`src/sv/ierf_pkg.sv`:
```
`timescale 1ns / 1ps
// ----------------------------------------------------------------------------
// ierf_pkg: shared definitions for the ICMP echo reply filter
// Holds the sequencer states, status codes, register indexes and the
// protocol constants used by the filter and its statistics engine.
// ----------------------------------------------------------------------------
package ierf_pkg;

	// Default packet length limit in bytes.
	localparam int MaxPacketBytes = 2048;

	// Configuration port.
	localparam int CfgIndexW = 2;
	localparam int CfgDataW  = 16;
	localparam logic [CfgIndexW-1:0] CfgEchoIdentifier = 2'd0;
	localparam logic [CfgIndexW-1:0] CfgStartSequence  = 2'd1;

	// Protocol constants.
	localparam int IpMinBytes     = 20;
	localparam int IcmpHdrBytes   = 8;
	localparam logic [3:0] MinHeaderWords = 4'd5;
	localparam logic [7:0] ProtoIcmp      = 8'd1;
	localparam logic [7:0] TypeEchoReply  = 8'd0;

	// Serial arithmetic lengths: one multiplier bit per cycle, then one
	// quotient bit per cycle over the 57-bit numerator.
	localparam int TimeW    = 24;
	localparam int CountW   = 32;
	localparam int MulSteps = TimeW;
	localparam int NumW     = TimeW + CountW + 1;
	localparam int DivSteps = NumW;
	localparam int StepCntW = $clog2(DivSteps);

	// Result status codes.
	typedef enum logic [2:0] {
		ST_ACCEPTED     = 3'd0,
		ST_TRUNCATED    = 3'd1,
		ST_HEADER_SHORT = 3'd2,
		ST_NOT_ICMP     = 3'd3,
		ST_NOT_REPLY    = 3'd4,
		ST_BAD_CODE     = 3'd5,
		ST_BAD_IDENT    = 3'd6,
		ST_BAD_SEQUENCE = 3'd7
	} status_t;

	// Sequencer states.
	typedef enum logic [2:0] {
		S_IDLE,
		S_CHECK,
		S_MUL,
		S_PREP,
		S_DIV
	} state_t;

endpackage

```
`src/sv/icmp_echo_reply_filter_rtt_stats_top.sv`:
```
`timescale 1ns / 1ps
// ----------------------------------------------------------------------------
// icmp_echo_reply_filter_rtt_stats_top: ICMP echo reply filter with RTT stats
// Checks a received IPv4 packet byte by byte, reports one status per packet
// and keeps minimum, maximum, running average and square sum of the RTT.
// ----------------------------------------------------------------------------
//
//  Channel  Handshake             Payload
//  -------  --------------------  ----------------------------------------
//  in       in_valid / in_ready   data_byte, last_byte, rtt_time
//  out      out_valid / out_ready status, icmp_length, ttl, reply_sequence,
//                                 source_address, reply_time, rtt_* stats,
//                                 received_count
//  cfg      cfg_we                cfg_index, cfg_data
//
// A packet byte that is not the last is taken whenever the block is idle. The
// last byte leads to a check state; a rejected packet then has its result
// ready. An accepted packet instead goes through a bit-serial multiply, a sum
// step and a restoring division for the average. No bytes are taken while the
// statistics engine runs, and a last byte waits until the previous result has
// been taken. Reset clears all statistics.
//
module icmp_echo_reply_filter_rtt_stats_top #(
	parameter int MAX_PACKET_BYTES = ierf_pkg::MaxPacketBytes
) (
	input  logic                           clk,
	input  logic                           arst_n,

	input  logic                           cfg_we,
	input  logic [ierf_pkg::CfgIndexW-1:0] cfg_index,
	input  logic [ierf_pkg::CfgDataW-1:0]  cfg_data,

	input  logic                           in_valid,
	output logic                           in_ready,
	input  logic [7:0]                     data_byte,
	input  logic                           last_byte,
	input  logic [23:0]                    rtt_time,

	output logic                           out_valid,
	input  logic                           out_ready,
	output logic [2:0]                     status,
	output logic [11:0]                    icmp_length,
	output logic [7:0]                     ttl,
	output logic [15:0]                    reply_sequence,
	output logic [31:0]                    source_address,
	output logic [23:0]                    reply_time,
	output logic [23:0]                    rtt_minimum,
	output logic [23:0]                    rtt_maximum,
	output logic [23:0]                    rtt_average,
	output logic [63:0]                    rtt_square_sum,
	output logic [31:0]                    received_count
);

	localparam int PosW = $clog2(MAX_PACKET_BYTES + 1);
	localparam int CmpW = (PosW > 7) ? PosW : 7;
	localparam int LenW = (PosW > 12) ? PosW : 12;
	localparam int TW   = ierf_pkg::TimeW;
	localparam int CW   = ierf_pkg::CountW;
	localparam int NW   = ierf_pkg::NumW;
	localparam int SW   = ierf_pkg::StepCntW;
	localparam logic [PosW-1:0] MaxPos = PosW'(MAX_PACKET_BYTES);

	ierf_pkg::state_t state_q, state_d;

	// Packet capture registers.
	logic [PosW-1:0] pos_q;
	logic [3:0]      hw_q;
	logic [7:0]      ttl_q, proto_q, type_q, code_q;
	logic [31:0]     src_q;
	logic [15:0]     ident_q, seqs_q;
	logic [TW-1:0]   rtt_q;

	// Configuration and running statistics.
	logic [15:0]     ident_cfg_q, expseq_q;
	logic [CW-1:0]   count_q;
	logic [TW-1:0]   min_q, max_q, avg_q;
	logic [63:0]     sqsum_q;

	// Serial arithmetic.
	logic [SW-1:0]   cnt_q;
	logic [2*TW-1:0] sq_acc_q, sq_mcand_q;
	logic [TW-1:0]   sq_mplier_q;
	logic [NW-2:0]   pr_acc_q, pr_mcand_q;
	logic [TW-1:0]   pr_mplier_q;
	logic [NW-1:0]   num_q;
	logic [CW-1:0]   rem_q;
	logic [TW-1:0]   quo_q;

	// Output register.
	logic            out_valid_q;
	logic [2:0]      status_q;
	logic [11:0]     icmp_len_q;
	logic [7:0]      ttl_out_q;
	logic [15:0]     seq_out_q;
	logic [31:0]     src_out_q;
	logic [TW-1:0]   rtime_out_q;

	logic            in_fire;
	logic [CmpW-1:0] pos_x, h_x;
	ierf_pkg::status_t chk_status;
	logic [LenW-1:0] len_diff;
	logic [CW-1:0]   count_next;
	logic [CW:0]     rem_sh, rem_sub;
	logic            q_bit;
	logic [64:0]     sq_total;

	assign in_fire = in_valid && in_ready;
	assign pos_x   = CmpW'(pos_q);
	assign h_x     = CmpW'({hw_q, 2'b00});

	// Status of the finished packet, checks in priority order.
	always_comb begin
		if (pos_x < CmpW'(ierf_pkg::IpMinBytes)) begin
			chk_status = ierf_pkg::ST_TRUNCATED;
		end else if (hw_q < ierf_pkg::MinHeaderWords) begin
			chk_status = ierf_pkg::ST_HEADER_SHORT;
		end else if (pos_x < h_x) begin
			chk_status = ierf_pkg::ST_TRUNCATED;
		end else if (proto_q != ierf_pkg::ProtoIcmp) begin
			chk_status = ierf_pkg::ST_NOT_ICMP;
		end else if (pos_x < h_x + CmpW'(ierf_pkg::IcmpHdrBytes)) begin
			chk_status = ierf_pkg::ST_TRUNCATED;
		end else if (type_q != ierf_pkg::TypeEchoReply) begin
			chk_status = ierf_pkg::ST_NOT_REPLY;
		end else if (code_q != 8'd0) begin
			chk_status = ierf_pkg::ST_BAD_CODE;
		end else if (ident_q != ident_cfg_q) begin
			chk_status = ierf_pkg::ST_BAD_IDENT;
		end else if (seqs_q != expseq_q) begin
			chk_status = ierf_pkg::ST_BAD_SEQUENCE;
		end else begin
			chk_status = ierf_pkg::ST_ACCEPTED;
		end
	end

	assign len_diff   = LenW'(pos_q) - LenW'({hw_q, 2'b00});
	assign count_next = (count_q != '1) ? count_q + CW'(1) : count_q;

	// One restoring division step and the saturating square sum.
	assign rem_sh   = {rem_q, num_q[NW-1]};
	assign rem_sub  = rem_sh - {1'b0, count_q};
	assign q_bit    = (rem_sh >= {1'b0, count_q});
	assign sq_total = {1'b0, sqsum_q} + 65'(sq_acc_q);

	// Next state and input ready.
	always_comb begin
		state_d  = state_q;
		in_ready = 1'b0;
		case (state_q)
			ierf_pkg::S_IDLE: begin
				in_ready = !last_byte || !out_valid_q;
				if (in_fire && last_byte) begin
					state_d = ierf_pkg::S_CHECK;
				end
			end
			ierf_pkg::S_CHECK: begin
				if (chk_status == ierf_pkg::ST_ACCEPTED) begin
					state_d = ierf_pkg::S_MUL;
				end else begin
					state_d = ierf_pkg::S_IDLE;
				end
			end
			ierf_pkg::S_MUL: begin
				if (cnt_q == SW'(ierf_pkg::MulSteps - 1)) begin
					state_d = ierf_pkg::S_PREP;
				end
			end
			ierf_pkg::S_PREP: begin
				state_d = ierf_pkg::S_DIV;
			end
			ierf_pkg::S_DIV: begin
				if (cnt_q == SW'(ierf_pkg::DivSteps - 1)) begin
					state_d = ierf_pkg::S_IDLE;
				end
			end
			default: begin
				state_d = ierf_pkg::S_IDLE;
			end
		endcase
	end

	// State register.
	always_ff @(posedge clk or negedge arst_n) begin
		if (!arst_n) begin
			state_q <= ierf_pkg::S_IDLE;
		end else begin
			state_q <= state_d;
		end
	end

	// Capture, configuration and statistics registers.
	always_ff @(posedge clk or negedge arst_n) begin
		if (!arst_n) begin
			pos_q       <= '0;
			hw_q        <= '0;
			ttl_q       <= '0;
			proto_q     <= '0;
			src_q       <= '0;
			type_q      <= '0;
			code_q      <= '0;
			ident_q     <= '0;
			seqs_q      <= '0;
			ident_cfg_q <= '0;
			expseq_q    <= '0;
			count_q     <= '0;
			min_q       <= '0;
			max_q       <= '0;
			avg_q       <= '0;
			sqsum_q     <= '0;
			out_valid_q <= 1'b0;
		end else begin
			// The result is taken downstream.
			if (out_valid_q && out_ready) begin
				out_valid_q <= 1'b0;
			end

			// Configuration writes; indexes beyond the list are ignored.
			if (cfg_we) begin
				case (cfg_index)
					ierf_pkg::CfgEchoIdentifier: ident_cfg_q <= cfg_data;
					ierf_pkg::CfgStartSequence:  expseq_q    <= cfg_data;
					default: ;
				endcase
			end

			case (state_q)
				ierf_pkg::S_IDLE: begin
					// Byte capture; bytes past the length limit are dropped.
					if (in_fire && pos_q < MaxPos) begin
						pos_q <= pos_q + PosW'(1);
						if (pos_x == CmpW'(0))  hw_q    <= data_byte[3:0];
						if (pos_x == CmpW'(8))  ttl_q   <= data_byte;
						if (pos_x == CmpW'(9))  proto_q <= data_byte;
						if (pos_x == CmpW'(12)) src_q[31:24] <= data_byte;
						if (pos_x == CmpW'(13)) src_q[23:16] <= data_byte;
						if (pos_x == CmpW'(14)) src_q[15:8]  <= data_byte;
						if (pos_x == CmpW'(15)) src_q[7:0]   <= data_byte;
						// ICMP fields sit behind the IP header; the first
						// byte never counts as one of them.
						if (pos_x != CmpW'(0)) begin
							if (pos_x == h_x)             type_q        <= data_byte;
							if (pos_x == h_x + CmpW'(1))  code_q        <= data_byte;
							if (pos_x == h_x + CmpW'(4))  ident_q[15:8] <= data_byte;
							if (pos_x == h_x + CmpW'(5))  ident_q[7:0]  <= data_byte;
							if (pos_x == h_x + CmpW'(6))  seqs_q[15:8]  <= data_byte;
							if (pos_x == h_x + CmpW'(7))  seqs_q[7:0]   <= data_byte;
						end
					end
				end
				ierf_pkg::S_CHECK: begin
					// Start the next packet clean.
					pos_q   <= '0;
					hw_q    <= '0;
					ttl_q   <= '0;
					proto_q <= '0;
					src_q   <= '0;
					type_q  <= '0;
					code_q  <= '0;
					ident_q <= '0;
					seqs_q  <= '0;
					if (chk_status == ierf_pkg::ST_ACCEPTED) begin
						expseq_q <= expseq_q + 16'd1;
						count_q  <= count_next;
						if (rtt_q > max_q) max_q <= rtt_q;
						if (min_q == '0 || rtt_q < min_q) min_q <= rtt_q;
					end else begin
						out_valid_q <= 1'b1;
					end
				end
				ierf_pkg::S_PREP: begin
					sqsum_q <= sq_total[64] ? '1 : sq_total[63:0];
				end
				ierf_pkg::S_DIV: begin
					if (cnt_q == SW'(ierf_pkg::DivSteps - 1)) begin
						avg_q       <= {quo_q[TW-2:0], q_bit};
						out_valid_q <= 1'b1;
					end
				end
				default: ;
			endcase
		end
	end

	// Serial multiply and divide datapath, and the result payload.
	always_ff @(posedge clk) begin
		case (state_q)
			ierf_pkg::S_IDLE: begin
				if (in_fire && last_byte) begin
					rtt_q <= rtt_time;
				end
			end
			ierf_pkg::S_CHECK: begin
				status_q    <= chk_status;
				ttl_out_q   <= ttl_q;
				seq_out_q   <= seqs_q;
				src_out_q   <= src_q;
				if (chk_status == ierf_pkg::ST_ACCEPTED) begin
					icmp_len_q  <= len_diff[11:0];
					rtime_out_q <= rtt_q;
				end else begin
					icmp_len_q  <= '0;
					rtime_out_q <= '0;
				end
				// Load both multipliers: t * t and average * (n - 1).
				cnt_q       <= '0;
				sq_acc_q    <= '0;
				sq_mcand_q  <= (2*TW)'(rtt_q);
				sq_mplier_q <= rtt_q;
				pr_acc_q    <= '0;
				pr_mcand_q  <= (NW-1)'(count_next - CW'(1));
				pr_mplier_q <= avg_q;
			end
			ierf_pkg::S_MUL: begin
				cnt_q <= cnt_q + SW'(1);
				if (sq_mplier_q[0]) sq_acc_q <= sq_acc_q + sq_mcand_q;
				if (pr_mplier_q[0]) pr_acc_q <= pr_acc_q + pr_mcand_q;
				sq_mcand_q  <= {sq_mcand_q[2*TW-2:0], 1'b0};
				pr_mcand_q  <= {pr_mcand_q[NW-3:0], 1'b0};
				sq_mplier_q <= {1'b0, sq_mplier_q[TW-1:1]};
				pr_mplier_q <= {1'b0, pr_mplier_q[TW-1:1]};
			end
			ierf_pkg::S_PREP: begin
				num_q <= {1'b0, pr_acc_q} + NW'(rtt_q);
				rem_q <= '0;
				quo_q <= '0;
				cnt_q <= '0;
			end
			ierf_pkg::S_DIV: begin
				cnt_q <= cnt_q + SW'(1);
				num_q <= {num_q[NW-2:0], 1'b0};
				quo_q <= {quo_q[TW-2:0], q_bit};
				rem_q <= q_bit ? rem_sub[CW-1:0] : rem_sh[CW-1:0];
			end
			default: ;
		endcase
	end

	assign out_valid      = out_valid_q;
	assign status         = status_q;
	assign icmp_length    = icmp_len_q;
	assign ttl            = ttl_out_q;
	assign reply_sequence = seq_out_q;
	assign source_address = src_out_q;
	assign reply_time     = rtime_out_q;
	assign rtt_minimum    = min_q;
	assign rtt_maximum    = max_q;
	assign rtt_average    = avg_q;
	assign rtt_square_sum = sqsum_q;
	assign received_count = count_q;

`ifndef ASSERT_OFF
	// A last byte is only taken when the result slot is free.
	a_last_needs_slot: assert property (@(posedge clk) disable iff (!arst_n)
		in_valid && in_ready && last_byte |-> !out_valid_q)
		else $error("last byte taken while a result was pending");

	// A result appears only after the check or the final division step.
	a_result_source: assert property (@(posedge clk) disable iff (!arst_n)
		$rose(out_valid_q) |->
			$past(state_q) == ierf_pkg::S_CHECK || $past(state_q) == ierf_pkg::S_DIV)
		else $error("result raised outside check or divide");

	// No result is shown while the statistics are still being worked out.
	a_busy_no_result: assert property (@(posedge clk) disable iff (!arst_n)
		state_q == ierf_pkg::S_MUL || state_q == ierf_pkg::S_DIV |-> !out_valid_q)
		else $error("result valid during statistics update");

	// A set minimum never exceeds the maximum.
	a_min_le_max: assert property (@(posedge clk) disable iff (!arst_n)
		min_q != '0 |-> min_q <= max_q)
		else $error("RTT minimum above maximum");
`endif

endmodule

```
`config.mk`:
```
export PLATFORM = sky130hd
export DESIGN_NAME = icmp_echo_reply_filter_rtt_stats_top
export DESIGN_NICKNAME = d
export VERILOG_FILES = /design/src/sv/ierf_pkg.sv /design/src/sv/icmp_echo_reply_filter_rtt_stats_top.sv
export SDC_FILE = /design/constraint.sdc
export NUM_CORES = 2
export LEC_CHECK = 0
export ABC_AREA = 1
export BUFFER_PORTS_ARGS = -buffer_cell sky130_fd_sc_hd__buf_2
export CAP_MARGIN = 20
export CORE_MARGIN = 1
export CORE_UTILIZATION = 30
export CTS_CLUSTER_SIZE = 24
export DETAILED_ROUTE_END_ITERATION = 8
export PLACE_DENSITY = 0.49
export SLEW_MARGIN = 20
export SYNTH_ARGS = -nofsm -noshare
export SYNTH_HDL_FRONTEND = slang
export SYNTH_SLANG_ARGS = --single-unit
```
`constraint.sdc`:
```
create_clock -name clk -period 14.25 [get_ports clk]
set_clock_uncertainty 0.05 [all_clocks]
set_input_delay 2.85 -clock clk [delete_from_list [all_inputs] [get_ports clk]]
set_output_delay 2.85 -clock clk [all_outputs]
set_load 0.01 [all_outputs]
```
==> impl_summary.txt <==
----------------------------------------------------
[Outcome]
  Status ... complete, no violations

[Die]
  Die extent in y ... 412 um
  Horizontal extent of the die ... 412 um
  Cell Rows ... 150
  Initial core utilization ... 30.2%
  Die Outline Area ... 170,000 um^2
  Number of top-level pins ... 321
  Area of the core region ... 167,000 um^2

[CTS]
  CTS hold repair buffers ... 0
  Setup fix buffers added after clock tree synthesis ... 0
  Number of levels the H-tree was split into ... 3
  Number of gates resized after CTS ... 0
  Clock transition at the register clock pins on the worst setup and hold paths after CTS ... 0.06 ns
  Sinks on the clock net ... 809
  Cell at the root of the clock tree ... sky130_fd_sc_hd__clkbuf_16
  Deepest clock path buffer count ... 3
  Total CTS buffers ... 100
  Skew-Pair Late Insertion Delay ... 0.75 ns
  CTS tree ... done

[Logic synthesis]
  Gate Count Post-Synth ... 6,512
  Synth async-reset ratio ... 39.1%
  Netlist cell types ... 62
  Netlist area before placement ... 50,500 um^2
  Synthesis-stage register bit count ... 809
  Top post-synthesis cells by area ... sky130_fd_sc_hd__edfxtp_1 (29%), sky130_fd_sc_hd__dfrtp_1 (16%), sky130_fd_sc_hd__nand2_1 (13%), sky130_fd_sc_hd__ha_1 (6.7%), sky130_fd_sc_hd__nor2_1 (6.7%)
  List of most frequent post-synthesis cells ... sky130_fd_sc_hd__nand2_1 (1,705), sky130_fd_sc_hd__nor2_1 (898), sky130_fd_sc_hd__inv_1 (747), sky130_fd_sc_hd__o21ai_0 (510), sky130_fd_sc_hd__edfxtp_1 (493)
  Dominant cell by count in the synthesized netlist ... sky130_fd_sc_hd__nand2_1
  Share of synthesized area occupied by flip-flops and latches ... 44.9%
  Number of flops mapped to enable cells by yosys ... 493
  Post-synthesis cell type with the largest combined area ... sky130_fd_sc_hd__edfxtp_1
  Main flop type after synthesis ... sky130_fd_sc_hd__edfxtp_1
  Syn Nets ... 6,847
  Yosys warning count ... 0
  Fraction of post-synthesis cell area in the top cell type by area ... 29.3%
  Post-synthesis area per instance ... 7.76 um^2

[Timing]
  Number of endpoints failing setup at the final stage ... 0
  Final hold viol count ... 0
  Worst-Margin Slew ... 1.06 ns
  Shortest period the worst path allows ... 6.26 ns
  Worst hold-check slack ... 0.399 ns
  Number of pins with negative max-slew slack in the final report ... 0
  Top achievable clock speed ... 160 MHz
  Fin crit share ... 43.9%
  Normalized max-slew margin ... 29.4%
  Setup TNS Final ... 0 ns
  Setup repair after global routing missed its margin ... false
  Fin worst setup slack ... 7.99 ns

[Route]
  First drt pass iteration count ... 6
  Number of vias per cell ... 4.95
  Avg WL per Cell ... 19.0 um
  Antenna viol nets, final ... 0
  Remaining routing DRC violations ... 0
  Detailed-route via count ... 45.2k
  Drt total wl ... 173,000 um
  Starting DRT DRC Count ... 3,771

[Layout]
  Number of fill cells in the layout ... 17.6k
  Non-filler cells, final ... 9,125
  Layout cells sized above 1 ... 9.02%
  Layout Area Growth over Synthesis ... 15.1%
  Post-layout nets ... 7,168

[Pwr]
  Leakage power ... 25.6 nW
  Power density over the cells ... 186 nW/um^2
  Worst IR Drop VDD ... 0.000167 V

[Placed design]
  HPWL after DPL ... 132,000 um
  Worst setup timing slack at the placement stage ... 7.98 ns
  Cell total after placement ... 8,934
  Gpl congestion ... 0.958
  Port-buffer cells ... 320

[Global routing]
  Largest net degree at the start of global routing ... 147
  Number of antenna violations at the first check in global routing ... 5
  First-pass GRT wire length ... 262,000 um
  Total grt overflow ... 0
  Overall fraction of global-route tracks in use ... 20.0%
  Number of global-route vias before repair ... 43.0k

[Run]
  Reported max-cap violation count ... 0

[Critical path]
  WP data arrival ... 3.36 ns
  Kind of critical path ... input port to output pin
  Capturing element type of the critical path ... output pin
  Critical path startpoint category ... input port
  Worst Path Max Fanout ... 3
  Required time worst endpoint ... 11.35 ns
  Flop2flop setup slack ... 9.82 ns

[Worst hold path]
  Worst hold path class ... register to register

----------------------------------------------------
-- final timing paths --
kind	from	end	depth (start not counted)
worst max-delay path	last_byte	in_ready	5
worst min register to register	ttl_q[7]$_DFFE_PN0P_	ttl[7]$_DFFE_PP_	0
worst max register to register	pos_q[3]$_DFFE_PN0P_	rtt_maximum[6]$_DFFE_PN0P_	15
min in group asynchronous	arst_n	src_q[25]$_DFFE_PN0P_	1
worst min-delay path	ttl_q[7]$_DFFE_PN0P_	ttl[7]$_DFFE_PP_	0
max in group asynchronous	arst_n	rtt_square_sum[45]$_DFFE_PN0P_	3
-- metal layers --
metal | up-vias | global-route usage (%) | share of wire [%]
met4 | 2 | 5.70 | 2.8
met3 | 240 | 2.34 | 4.7
li1 | 22300 | - | -
met1 | 21400 | 28.1 | 48
met5 | - | 0 | 0.0081
met2 | 1191 | 32.0 | 45
-- state kept, by name, summed over array words and instances (netlist names), 23 cells and up --
| register | cells |
|---|---|
| sq_mplier_q | 24 |
| rtt_square_sum | 64 |
| num_q | 57 |
| rtt_minimum | 24 |
| sq_acc_q | 48 |
| pr_acc_q | 56 |
| received_count | 32 |
| rtt_maximum | 24 |
| pr_mplier_q | 24 |
| sq_mcand_q | 48 |
| src_q | 32 |
| reply_time | 24 |
| quo_q | 23 |
| rtt_q | 24 |
| source_address | 32 |
| pr_mcand_q | 56 |
| rtt_average | 24 |
| rem_q | 32 |
-- final cells by class --
cell class | count | area (um^2) | area share (%)
timing repair buffer | 371 | 2010 | 3.45
clock inverter | 54 | 616 | 1.06
tap | 2204 | 2760 | 4.74
inverter | 755 | 2840 | 4.88
sequential | 809 | 22700 | 39.0
clock buffer | 135 | 2860 | 4.92
antenna | 1 | 2.50 | 0.00430
multi-input combinational | 4796 | 24400 | 41.9
-- cell families after synthesis --
family	count (synthesis)	synth area share (%)
AO/OA/AOI/OAI	1180	12.6
XOR/XNOR	154	2.72
adder cells (fa/ha/maj)	279	7.01
buffers and inverters	907	6.91
flip-flops	809	44.9
AND/OR/NAND/NOR	3183	25.9
-- metrics by stage --
step	util, %	power, mW	cell area (um^2)
CTS	34.8	10.9	58200
finish	34.8	10.8	58200
floorplan	-	6.57	50500
global placement	32.7	8.14	54700
global route	34.8	11.6	58200
detailed placement	32.7	8.19	54700
-- placed cells by master (no fill, tap or decap), types with 27 or more instances in the layout --
master,n
sky130_fd_sc_hd__nand2_1,1701
sky130_fd_sc_hd__nor2_1,896
sky130_fd_sc_hd__inv_1,746
sky130_fd_sc_hd__o21ai_0,510
sky130_fd_sc_hd__edfxtp_1,493
sky130_fd_sc_hd__a21oi_1,449
sky130_fd_sc_hd__buf_2,319
sky130_fd_sc_hd__dfrtp_1,316
sky130_fd_sc_hd__nand3_1,278
sky130_fd_sc_hd__ha_1,272
sky130_fd_sc_hd__clkbuf_16,106
sky130_fd_sc_hd__nand4_1,99
sky130_fd_sc_hd__xor2_1,97
sky130_fd_sc_hd__nor3_1,73
sky130_fd_sc_hd__a31oi_1,68
sky130_fd_sc_hd__xnor2_1,55
sky130_fd_sc_hd__buf_4,49
sky130_fd_sc_hd__a21o_1,32
sky130_fd_sc_hd__o21bai_1,31
sky130_fd_sc_hd__nor4_1,31
sky130_fd_sc_hd__o21a_1,27
-- worst max-delay path, cell delays in order --
cell and delay [ns]:
sky130_fd_sc_hd__buf_2 0.11, sky130_fd_sc_hd__nand2_1 0.05, sky130_fd_sc_hd__inv_1 0.04, sky130_fd_sc_hd__nor2_2 0.14
sky130_fd_sc_hd__buf_2 0.16
-- power breakdown --
group          switching, mW  internal [mW]  leakage, nW
logic                   3.02           1.36         15.2
clock network           1.11           1.56         1.67
registers              0.534           3.26         8.80
No activity file was read; power rests on OpenSTA's default activity.
